<file path="src/rtl/mfn_pkg.sv">
package mfn_pkg;

  // default datapath width of the signed fields
  localparam int unsigned DATA_WIDTH_DEF = 32;

  typedef enum logic [2:0] {
    S_IDLE,
    S_START,
    S_FOLD,
    S_GCD,
    S_RED,
    S_DONE
  } mfn_state_e;

  typedef enum logic [1:0] {
    ERR_NONE     = 2'd0,
    ERR_ZERO_DEN = 2'd1,
    ERR_OVERFLOW = 2'd2
  } err_e;

endpackage

</file>
<file path="src/rtl/mfn_divu.sv">
module mfn_divu import mfn_pkg::*; #(
  parameter int unsigned WIDTH = DATA_WIDTH_DEF
) (
  input  logic             clk_i,
  input  logic             rst_ni,
  input  logic             start_i,
  input  logic [WIDTH-1:0] dividend_i,
  input  logic [WIDTH-2:0] divisor_i,
  output logic             done_o,
  output logic [WIDTH-1:0] quot_o,
  output logic [WIDTH-2:0] rem_o
);

  localparam int unsigned CntW = $clog2(WIDTH + 1);

  // dividend bits shift out at the top while quotient bits shift in below
  logic [WIDTH-1:0] quo_q, quo_d;
  logic [WIDTH-2:0] rem_q, rem_d;
  logic [WIDTH-2:0] dvs_q, dvs_d;
  logic [CntW-1:0]  cnt_q, cnt_d;
  logic             busy_q, busy_d;
  logic             done_q, done_d;
  logic [WIDTH-1:0] shifted;
  logic [WIDTH:0]   trial;

  assign shifted = {rem_q, quo_q[WIDTH-1]};
  assign trial   = {1'b0, shifted} - {2'b00, dvs_q};

  always_comb begin
    quo_d  = quo_q;
    rem_d  = rem_q;
    dvs_d  = dvs_q;
    cnt_d  = cnt_q;
    busy_d = busy_q;
    done_d = 1'b0;
    if (start_i) begin
      quo_d  = dividend_i;
      rem_d  = '0;
      dvs_d  = divisor_i;
      cnt_d  = CntW'(WIDTH);
      busy_d = 1'b1;
    end else if (busy_q) begin
      quo_d = {quo_q[WIDTH-2:0], ~trial[WIDTH]};
      rem_d = trial[WIDTH] ? shifted[WIDTH-2:0] : trial[WIDTH-2:0];
      cnt_d = cnt_q - 1'b1;
      if (cnt_q == CntW'(1)) begin
        busy_d = 1'b0;
        done_d = 1'b1;
      end
    end
  end

  always_ff @(posedge clk_i or negedge rst_ni) begin
    if (!rst_ni) begin
      cnt_q  <= '0;
      busy_q <= 1'b0;
      done_q <= 1'b0;
    end else begin
      cnt_q  <= cnt_d;
      busy_q <= busy_d;
      done_q <= done_d;
    end
  end

  always_ff @(posedge clk_i) begin
    quo_q <= quo_d;
    rem_q <= rem_d;
    dvs_q <= dvs_d;
  end

  assign done_o = done_q;
  assign quot_o = quo_q;
  assign rem_o  = rem_q;

`ifndef SYNTH
  a_no_restart: assert property (@(posedge clk_i) disable iff (!rst_ni)
    start_i |-> !busy_q) else $error("divider started while busy");
  a_done_idle: assert property (@(posedge clk_i) disable iff (!rst_ni)
    done_q |-> !busy_q) else $error("divider done while still busy");
  a_rem_below: assert property (@(posedge clk_i) disable iff (!rst_ni)
    done_q |-> rem_q < dvs_q) else $error("remainder not below divisor");
`endif

endmodule

</file>
<file path="src/rtl/mfn_gcd.sv">
module mfn_gcd import mfn_pkg::*; #(
  parameter int unsigned WIDTH = DATA_WIDTH_DEF - 1
) (
  input  logic             clk_i,
  input  logic             rst_ni,
  input  logic             start_i,
  input  logic [WIDTH-1:0] a_i,
  input  logic [WIDTH-1:0] b_i,
  output logic             done_o,
  output logic [WIDTH-1:0] gcd_o
);

  localparam int unsigned KW = $clog2(WIDTH + 1);

  logic [WIDTH-1:0] a_q, a_d;
  logic [WIDTH-1:0] b_q, b_d;
  logic [KW-1:0]    k_q, k_d;
  logic             busy_q, busy_d;
  logic             back_q, back_d;
  logic             done_q, done_d;
  logic [WIDTH:0]   diff;
  logic [WIDTH:0]   ndiff;

  assign diff  = {1'b0, a_q} - {1'b0, b_q};
  assign ndiff = ~diff + 1'b1;

  // binary euclid: one halving or subtract-and-halve per cycle, then the
  // common power of two is shifted back in one bit per cycle
  always_comb begin
    a_d    = a_q;
    b_d    = b_q;
    k_d    = k_q;
    busy_d = busy_q;
    back_d = back_q;
    done_d = 1'b0;
    if (start_i) begin
      a_d    = a_i;
      b_d    = b_i;
      k_d    = '0;
      busy_d = 1'b1;
      back_d = 1'b0;
    end else if (busy_q && !back_q) begin
      priority if (a_q == '0 || b_q == '0) begin
        a_d    = a_q | b_q;
        back_d = 1'b1;
      end else if (!a_q[0] && !b_q[0]) begin
        a_d = a_q >> 1;
        b_d = b_q >> 1;
        k_d = k_q + 1'b1;
      end else if (!a_q[0]) begin
        a_d = a_q >> 1;
      end else if (!b_q[0]) begin
        b_d = b_q >> 1;
      end else if (!diff[WIDTH]) begin
        a_d = {1'b0, diff[WIDTH-1:1]};
      end else begin
        b_d = {1'b0, ndiff[WIDTH-1:1]};
      end
    end else if (busy_q) begin
      if (k_q == '0) begin
        busy_d = 1'b0;
        back_d = 1'b0;
        done_d = 1'b1;
      end else begin
        a_d = {a_q[WIDTH-2:0], 1'b0};
        k_d = k_q - 1'b1;
      end
    end
  end

  always_ff @(posedge clk_i or negedge rst_ni) begin
    if (!rst_ni) begin
      k_q    <= '0;
      busy_q <= 1'b0;
      back_q <= 1'b0;
      done_q <= 1'b0;
    end else begin
      k_q    <= k_d;
      busy_q <= busy_d;
      back_q <= back_d;
      done_q <= done_d;
    end
  end

  always_ff @(posedge clk_i) begin
    a_q <= a_d;
    b_q <= b_d;
  end

  assign done_o = done_q;
  assign gcd_o  = a_q;

`ifndef SYNTH
  a_no_restart: assert property (@(posedge clk_i) disable iff (!rst_ni)
    start_i |-> !busy_q) else $error("gcd started while busy");
  a_not_both_zero: assert property (@(posedge clk_i) disable iff (!rst_ni)
    busy_q && !back_q |-> (a_q != '0 || b_q != '0)) else $error("gcd operands both zero");
  a_result_nonzero: assert property (@(posedge clk_i) disable iff (!rst_ni)
    done_q |-> a_q != '0) else $error("gcd result is zero");
`endif

endmodule

</file>
<file path="src/rtl/mixed_fraction_normalizer.sv">
// mixed number normalizer: folds an improper fraction into the whole part
// and reduces the fraction by its gcd
//
// input channel: in_valid_i / in_stall_o carry whole_in_i, numer_in_i and
// denom_in_i; a transfer happens on a clock edge with valid high, stall low
// output channel: out_valid_o / out_stall_i carry whole_out_o, numer_out_o,
// denom_out_o, is_negative_o and error_code_o (0 ok, 1 zero denominator,
// 2 whole part overflow; on an error all other fields are zero)
//
// one item is worked on at a time; in_stall_o is low only while idle
// after an input transfer a zero denominator goes straight to the result
// and an overflow ends the item once the fold division is through;
// otherwise the fold division, the binary gcd and the two reduction
// divisions, which run side by side, follow in turn
// the next item can be taken in the cycle after a result is loaded
// a result sits in an output register, so the next item is taken while
// the receiver stalls; only a finished item waits for that register
// reset (rst_ni low, asynchronous) empties the block and drops out_valid_o
module mixed_fraction_normalizer import mfn_pkg::*; #(
  parameter int unsigned DATA_WIDTH = DATA_WIDTH_DEF
) (
  input  logic                         clk_i,
  input  logic                         rst_ni,
  input  logic                         in_valid_i,
  output logic                         in_stall_o,
  input  logic signed [DATA_WIDTH-1:0] whole_in_i,
  input  logic signed [DATA_WIDTH-1:0] numer_in_i,
  input  logic        [DATA_WIDTH-2:0] denom_in_i,
  output logic                         out_valid_o,
  input  logic                         out_stall_i,
  output logic signed [DATA_WIDTH-1:0] whole_out_o,
  output logic signed [DATA_WIDTH-1:0] numer_out_o,
  output logic        [DATA_WIDTH-2:0] denom_out_o,
  output logic                         is_negative_o,
  output logic        [1:0]            error_code_o
);

  localparam int unsigned W  = DATA_WIDTH;
  localparam int unsigned DW = DATA_WIDTH - 1;

  mfn_state_e state_q, state_d;

  // working registers: magnitudes, sign and error of the item in flight
  logic [W-1:0]  whole_q, whole_d;
  logic [W-1:0]  num_q, num_d;
  logic [DW-1:0] den_q, den_d;
  logic          neg_q, neg_d;
  err_e          err_q, err_d;

  // output register
  logic          out_valid_q, out_valid_d;
  logic [W-1:0]  out_whole_q, out_whole_d;
  logic [W-1:0]  out_numer_q, out_numer_d;
  logic [DW-1:0] out_denom_q, out_denom_d;
  logic          out_neg_q, out_neg_d;
  err_e          out_err_q, out_err_d;

  logic          in_fire;
  logic          out_free;
  logic          out_load;
  logic [W-1:0]  whole_raw, numer_raw;
  logic [W-1:0]  whole_mag, numer_mag;
  logic [W:0]    fold_sum;
  logic          fold_ovf;
  logic [W-1:0]  whole_neg, num_neg;

  // divider 0 does the fold and later the numerator reduction,
  // divider 1 the denominator reduction alongside it
  logic          div0_start, div0_done;
  logic [DW-1:0] div0_dvs;
  logic [W-1:0]  div0_quot;
  logic [DW-1:0] div0_rem;
  logic          div1_start, div1_done;
  logic [W-1:0]  div1_quot;
  logic [DW-1:0] div1_rem;
  logic          gcd_start, gcd_done;
  logic [DW-1:0] gcd_val;

  assign in_fire  = in_valid_i && !in_stall_o;
  assign out_free = !out_valid_q || !out_stall_i;

  // sign and magnitude of the signed inputs; most negative gives 2^(W-1)
  assign whole_raw = whole_in_i;
  assign numer_raw = numer_in_i;
  assign whole_mag = whole_raw[W-1] ? (~whole_raw + 1'b1) : whole_raw;
  assign numer_mag = numer_raw[W-1] ? (~numer_raw + 1'b1) : numer_raw;

  // whole part after the fold; overflow if either side leaves the range
  assign fold_sum = {1'b0, whole_q} + {1'b0, div0_quot};
  assign fold_ovf = whole_q[W-1] | fold_sum[W] | fold_sum[W-1];

  assign whole_neg = ~whole_q + 1'b1;
  assign num_neg   = ~num_q + 1'b1;

  assign div0_dvs = (state_q == S_START) ? den_q : gcd_val;

  mfn_divu #(
    .WIDTH (W)
  ) u_div0 (
    .clk_i      (clk_i),
    .rst_ni     (rst_ni),
    .start_i    (div0_start),
    .dividend_i (num_q),
    .divisor_i  (div0_dvs),
    .done_o     (div0_done),
    .quot_o     (div0_quot),
    .rem_o      (div0_rem)
  );

  mfn_divu #(
    .WIDTH (W)
  ) u_div1 (
    .clk_i      (clk_i),
    .rst_ni     (rst_ni),
    .start_i    (div1_start),
    .dividend_i ({1'b0, den_q}),
    .divisor_i  (gcd_val),
    .done_o     (div1_done),
    .quot_o     (div1_quot),
    .rem_o      (div1_rem)
  );

  // gcd starts on the fold remainder straight from divider 0
  mfn_gcd #(
    .WIDTH (DW)
  ) u_gcd (
    .clk_i   (clk_i),
    .rst_ni  (rst_ni),
    .start_i (gcd_start),
    .a_i     (den_q),
    .b_i     (div0_rem),
    .done_o  (gcd_done),
    .gcd_o   (gcd_val)
  );

  // next state
  always_comb begin
    state_d = state_q;
    unique case (state_q)
      S_IDLE:  if (in_fire) state_d = S_START;
      S_START: state_d = (den_q == '0) ? S_DONE : S_FOLD;
      S_FOLD:  if (div0_done) state_d = fold_ovf ? S_DONE : S_GCD;
      S_GCD:   if (gcd_done) state_d = S_RED;
      S_RED:   if (div0_done) state_d = S_DONE;
      S_DONE:  if (out_free) state_d = S_IDLE;
      default: state_d = S_IDLE;
    endcase
  end

  // sequencer outputs
  always_comb begin
    in_stall_o = 1'b1;
    div0_start = 1'b0;
    div1_start = 1'b0;
    gcd_start  = 1'b0;
    out_load   = 1'b0;
    unique case (state_q)
      S_IDLE:  in_stall_o = 1'b0;
      S_START: div0_start = (den_q != '0);
      S_FOLD:  gcd_start  = div0_done && !fold_ovf;
      S_GCD: begin
        div0_start = gcd_done;
        div1_start = gcd_done;
      end
      S_RED:   ;
      S_DONE:  out_load = out_free;
      default: ;
    endcase
  end

  // working registers
  always_comb begin
    whole_d = whole_q;
    num_d   = num_q;
    den_d   = den_q;
    neg_d   = neg_q;
    err_d   = err_q;
    if (in_fire) begin
      whole_d = whole_mag;
      num_d   = numer_mag;
      den_d   = denom_in_i;
      neg_d   = whole_raw[W-1] | numer_raw[W-1];
      err_d   = ERR_NONE;
    end
    if (state_q == S_START && den_q == '0) begin
      err_d = ERR_ZERO_DEN;
    end
    if (state_q == S_FOLD && div0_done) begin
      if (fold_ovf) begin
        err_d = ERR_OVERFLOW;
      end else begin
        whole_d = fold_sum[W-1:0];
        num_d   = {1'b0, div0_rem};
      end
    end
    if (state_q == S_RED && div0_done) begin
      num_d = div0_quot;
      den_d = div1_quot[DW-1:0];
    end
  end

  // output register: sign on the whole part, or on the numerator if it is zero
  always_comb begin
    out_valid_d = out_load | (out_valid_q & out_stall_i);
    out_whole_d = out_whole_q;
    out_numer_d = out_numer_q;
    out_denom_d = out_denom_q;
    out_neg_d   = out_neg_q;
    out_err_d   = out_err_q;
    if (out_load) begin
      out_err_d = err_q;
      if (err_q != ERR_NONE) begin
        out_whole_d = '0;
        out_numer_d = '0;
        out_denom_d = '0;
        out_neg_d   = 1'b0;
      end else begin
        out_whole_d = neg_q ? whole_neg : whole_q;
        out_numer_d = (whole_q == '0 && neg_q) ? num_neg : num_q;
        out_denom_d = den_q;
        out_neg_d   = neg_q;
      end
    end
  end

  always_ff @(posedge clk_i or negedge rst_ni) begin
    if (!rst_ni) begin
      state_q     <= S_IDLE;
      out_valid_q <= 1'b0;
    end else begin
      state_q     <= state_d;
      out_valid_q <= out_valid_d;
    end
  end

  always_ff @(posedge clk_i) begin
    whole_q     <= whole_d;
    num_q       <= num_d;
    den_q       <= den_d;
    neg_q       <= neg_d;
    err_q       <= err_d;
    out_whole_q <= out_whole_d;
    out_numer_q <= out_numer_d;
    out_denom_q <= out_denom_d;
    out_neg_q   <= out_neg_d;
    out_err_q   <= out_err_d;
  end

  assign out_valid_o   = out_valid_q;
  assign whole_out_o   = out_whole_q;
  assign numer_out_o   = out_numer_q;
  assign denom_out_o   = out_denom_q;
  assign is_negative_o = out_neg_q;
  assign error_code_o  = out_err_q;

`ifndef SYNTH
  a_err_clears: assert property (@(posedge clk_i) disable iff (!rst_ni)
    out_valid_o && error_code_o != ERR_NONE |-> whole_out_o == '0 && numer_out_o == '0 &&
      denom_out_o == '0 && !is_negative_o) else $error("error result carries data");
  a_denom_nonzero: assert property (@(posedge clk_i) disable iff (!rst_ni)
    out_valid_o && error_code_o == ERR_NONE |-> denom_out_o != '0)
    else $error("reduced denominator is zero");
  a_lanes_aligned: assert property (@(posedge clk_i) disable iff (!rst_ni)
    state_q == S_RED |-> div0_done == div1_done) else $error("reduction dividers out of step");
  a_div1_rem_zero: assert property (@(posedge clk_i) disable iff (!rst_ni)
    state_q == S_RED && div1_done |-> div1_rem == '0 && div0_rem == '0)
    else $error("gcd does not divide both operands");
`endif

endmodule
</file>
<file path="config.mk">
export PLATFORM = sky130hd
export DESIGN_NAME = mixed_fraction_normalizer
export DESIGN_NICKNAME = d
export VERILOG_FILES = /design/src/rtl/mfn_pkg.sv /design/src/rtl/mfn_divu.sv /design/src/rtl/mfn_gcd.sv /design/src/rtl/mixed_fraction_normalizer.sv
export SDC_FILE = /design/constraint.sdc
export NUM_CORES = 1
export LEC_CHECK = 0
export CAP_MARGIN = 5
export CORE_MARGIN = 2
export CORE_UTILIZATION = 35
export CTS_BUF_LIST = sky130_fd_sc_hd__clkbuf_4 sky130_fd_sc_hd__clkbuf_8
export CTS_CLUSTER_DIAMETER = 60
export CTS_CLUSTER_SIZE = 24
export DETAILED_ROUTE_END_ITERATION = 16
export DONT_BUFFER_PORTS = 1
export GPL_ROUTABILITY_DRIVEN = 0
export SLEW_MARGIN = 30
export SYNTH_ARGS = -nofsm -noshare
export SYNTH_HDL_FRONTEND = slang
export SYNTH_SLANG_ARGS = --single-unit
</file>
<file path="constraint.sdc">
create_clock -name clk_i -period 6.3 [get_ports clk_i]
set_input_delay 0.63 -clock clk_i [delete_from_list [all_inputs] [get_ports clk_i]]
set_output_delay 0.63 -clock clk_i [all_outputs]
set_load 0.005 [all_outputs]
</file>
==> metrics.cfg <==
[timing]
hold_viol=0
holdWs_ns=0.0703
max_slew.worst_pin.slew_ns=0.938
slew_headroom_pct=36.5
period_share_pct=81.5
finalCriticalPeriod_ns=5.13
rsz0062_at_grt=false
clock_skew_ns=0.0705
drv_slew=0
fin_tns_setup_ns=0
setup_viol=0
maxClockFrequency_mhz=195

[pwr]
vdd_drop_max_v=0.000143
power.density_mw_per_mm2=166
finalPower_w=0.00542
p_leak_nw=12.4

[route]
viasPerCell=5.51
vias=24700
finalWirelength_um=89400
first_pass_iters=5
antenna_left=0
drcViolationCount=0
drtIter0Drc=2241
avgRoutedWirePerCell_um=19.9

[cts]
cts_buffers=39
cts-root-buf=clkbuf_8
cts_hold_buf=2
cts.clk_slew.worst_paths_ns=0.14
cts_max_level=2
cts-resized-gates=0
cts_buffer_depth=3
insertion_delay_ns=0.69
cts_sinks=473
cts_tree=yes
post_cts_buffers=0

[die]
rows=108
die_x_um=299
start_util_pct=35.2
core_area_mm2=0.0865
io-pin-count=199
die_area_mm2=0.0895
die_y_um=299

[worst_setup_path]
r2r_start=u_gcd.gcd_o[0]
path_delay_family=simple AND/OR/NAND/NOR gates
cp_max_fo=8
criticalPathCategory=reg -> reg
cpPeakStageDelay_ns=0.80
ff2ff_path_depth=15
path_cells=inv_1 > ha_1 > inv_1 > fa_1 > nand2b_1 > a2111oi_0 > o311ai_1 > a21oi_1 > xnor2_1 > and3_1 > nand4b_1 > nor4_1 > nand4b_1 > xnor2_1 > o211ai_1
r2r_slack_ns=1.17
cp.buffers_inverters=2
r2r_end=u_gcd.b_q[28]
worstSetupEndpointType=flop
startpoint_type=flop
crit_slowest_cell=o311ai_1
cp.arrival_ns=5.56
worst_ep_required_time_ns=6.73

[yosys]
async_flop_share_pct=5.71
synth_seq_cells=473
synth_edf_count=317
synthTopCellsByArea=edfxtp_1 31%, dfxtp_1 8.5%, ha_1 6.9%
avgSynthCellArea_um2=9.01
synth_top_cell_by_area=edfxtp_1
synth_flop_cell=edfxtp_1
syn-cell-area_mm2=0.0305
synth_top_cell_area_share_pct=31.2
syn-num-nets=3658
ys_seq_area_share_pct=41.9
synthCells=3385
ys_warn_count=0
ys_types=77

[global_route]
antenna_found_initial=4
grt.total_usage_pct=19.3
gr-total-overflow=0
grt_first_pass_wirelength_um=137000
grt_max_degree=73
grt_pass1_vias=23000

[layout]
drive_gt1_share_pct=5.59
n_fill_cell=8787
layoutNonFillerInstCount=4486
syn2layout_area_growth_pct=7.17
fin_nets=3572

[hold_path]
hold_start=out_stall_i
hp-class=in -> reg
whs_endpoint=out_valid_o
hold_depth=2

[placement]
port_buffers=0
dp_cells=4411
dp_hpwl_um=66300

[outcome]
outcome=finished clean

[job]
cap_violations=0

==> routing by layer <==
layer | global-route usage [%] | vias to the layer above | routed length (µm)
met3 | 3.33 | 149 | 5750
met2 | 31.3 | 775 | 41000
met5 | 0 | - | 0
met4 | 6.58 | 0 | 2980
met1 | 26.1 | 11800 | 39600
li1 | - | 12000 | -
==> registers in the layout, indices dropped and copies added (netlist names), 5 cells and up <==
signal / flops
u_gcd.gcd_o: 31
den_q: 31
u_div0.dvs_q: 31
num_q: 32
u_gcd.b_q: 31
u_gcd.k_q: 5
numer_out_o: 32
u_div0.rem_o: 31
denom_out_o: 31
u_div0.cnt_q: 6
whole_q: 32
u_div0.quot_o: 32
u_div1.cnt_q: 6
whole_out_o: 32
u_div1.quot_o: 32
u_div1.rem_o: 31
u_div1.dvs_q: 31
==> synthesized netlist by cell type (70+ instances only) <==
library cell	count
nor2_1	262
xnor2_1	113
inv_1	208
mux2i_1	70
o21ai_0	277
clkbuf_1	148
xor2_1	141
nor3_1	90
ha_1	169
dfxtp_1	129
nand2_1	430
a21oi_1	239
edfxtp_1	317
==> layout by cell type, fill, tap and decap left out, types with 23 or more instances in the layout <==
master,Yosys,routed
a211oi_1,25,24
a21o_1,38,38
a21oi_1,239,238
a221oi_1,46,46
a31oi_1,24,24
and2_1,41,41
buf_4,0,36
clkbuf_8,0,39
dfrtp_1,27,27
dfxtp_1,129,129
edfxtp_1,317,317
ha_1,169,169
inv_1,208,208
mux2_2,34,34
mux2i_1,70,70
nand2_1,430,430
nand2b_1,29,29
nand3_1,36,35
nor2_1,262,257
nor2b_1,23,23
nor3_1,90,90
nor4_1,45,44
o211ai_1,44,44
o21ai_0,277,275
o22ai_1,30,30
o31ai_1,30,30
or3_1,44,44
xnor2_1,113,113
xor2_1,141,141
==> cell families (layout without fill, tap and decap cells) <==
logic type               count (synthesis)  count (layout)  share of synthesized area, %
buffers and inverters                  377             320                          4.68
adder cells (fa/ha/maj)                174             174                          7.27
AND/OR/NAND/NOR                       1104            1104                          16.8
multiplexers                           104             104                          3.55
AO/OA/AOI/OAI                          899             899                          18.5
flip-flops                             473             473                          41.9
XOR/XNOR                               254             254                          7.30
other                                    0               3                             0
==> area by class of cell <==
type / instances / area (µm²) / share of cell area (%)
clock inverter: 30 / 403 / 1.23
inverter: 212 / 796 / 2.44
clock buffer: 40 / 544 / 1.67
timing repair buffer: 38 / 300 / 0.919
multi-input combinational: 2535 / 16400 / 50.2
sequential: 473 / 12800 / 39.1
antenna: 3 / 7.51 / 0.0230
tap: 1155 / 1450 / 4.42
==> stage by stage <==
step                      utilization, %  instance area, µm²  worst slack [ns]
final                               37.8               32700              1.17
after global routing                37.8               32700             0.682
after global placement              36.6               31700              1.27
after detailed placement            36.6               31700              1.11
after floorplan                        -               30500             0.188
after CTS                           37.8               32700              1.09
==> report_power, final <==
group / switching, W / leakage [nW] / internal, W / total (W)
clock network: 0.00127 / 0.472 / 0.000806 / 0.00208
logic: 0.0000360 / 8.31 / 0.0000341 / 0.0000701
registers: 0.00000000000000323 / 3.66 / 0.00327 / 0.00327
==> how the worst max path moves through the flow <==
| stage | endpoint | cells after the start | startpoint |
|---|---|---|---|
| final | u_gcd.b_q[28] | 15 | u_gcd.gcd_o[0] |
| after global placement | u_gcd.b_q[29] | 15 | u_gcd.gcd_o[0] |
| after floorplan | denom_out_o[0] | 4 | state_q[1] |
| after global routing | u_gcd.b_q[28] | 15 | u_gcd.gcd_o[0] |
| after CTS | u_gcd.b_q[29] | 15 | u_gcd.gcd_o[0] |
| after detailed placement | u_gcd.b_q[29] | 15 | u_gcd.gcd_o[0] |
Note: power is estimated with default switching activity, not from simulation.
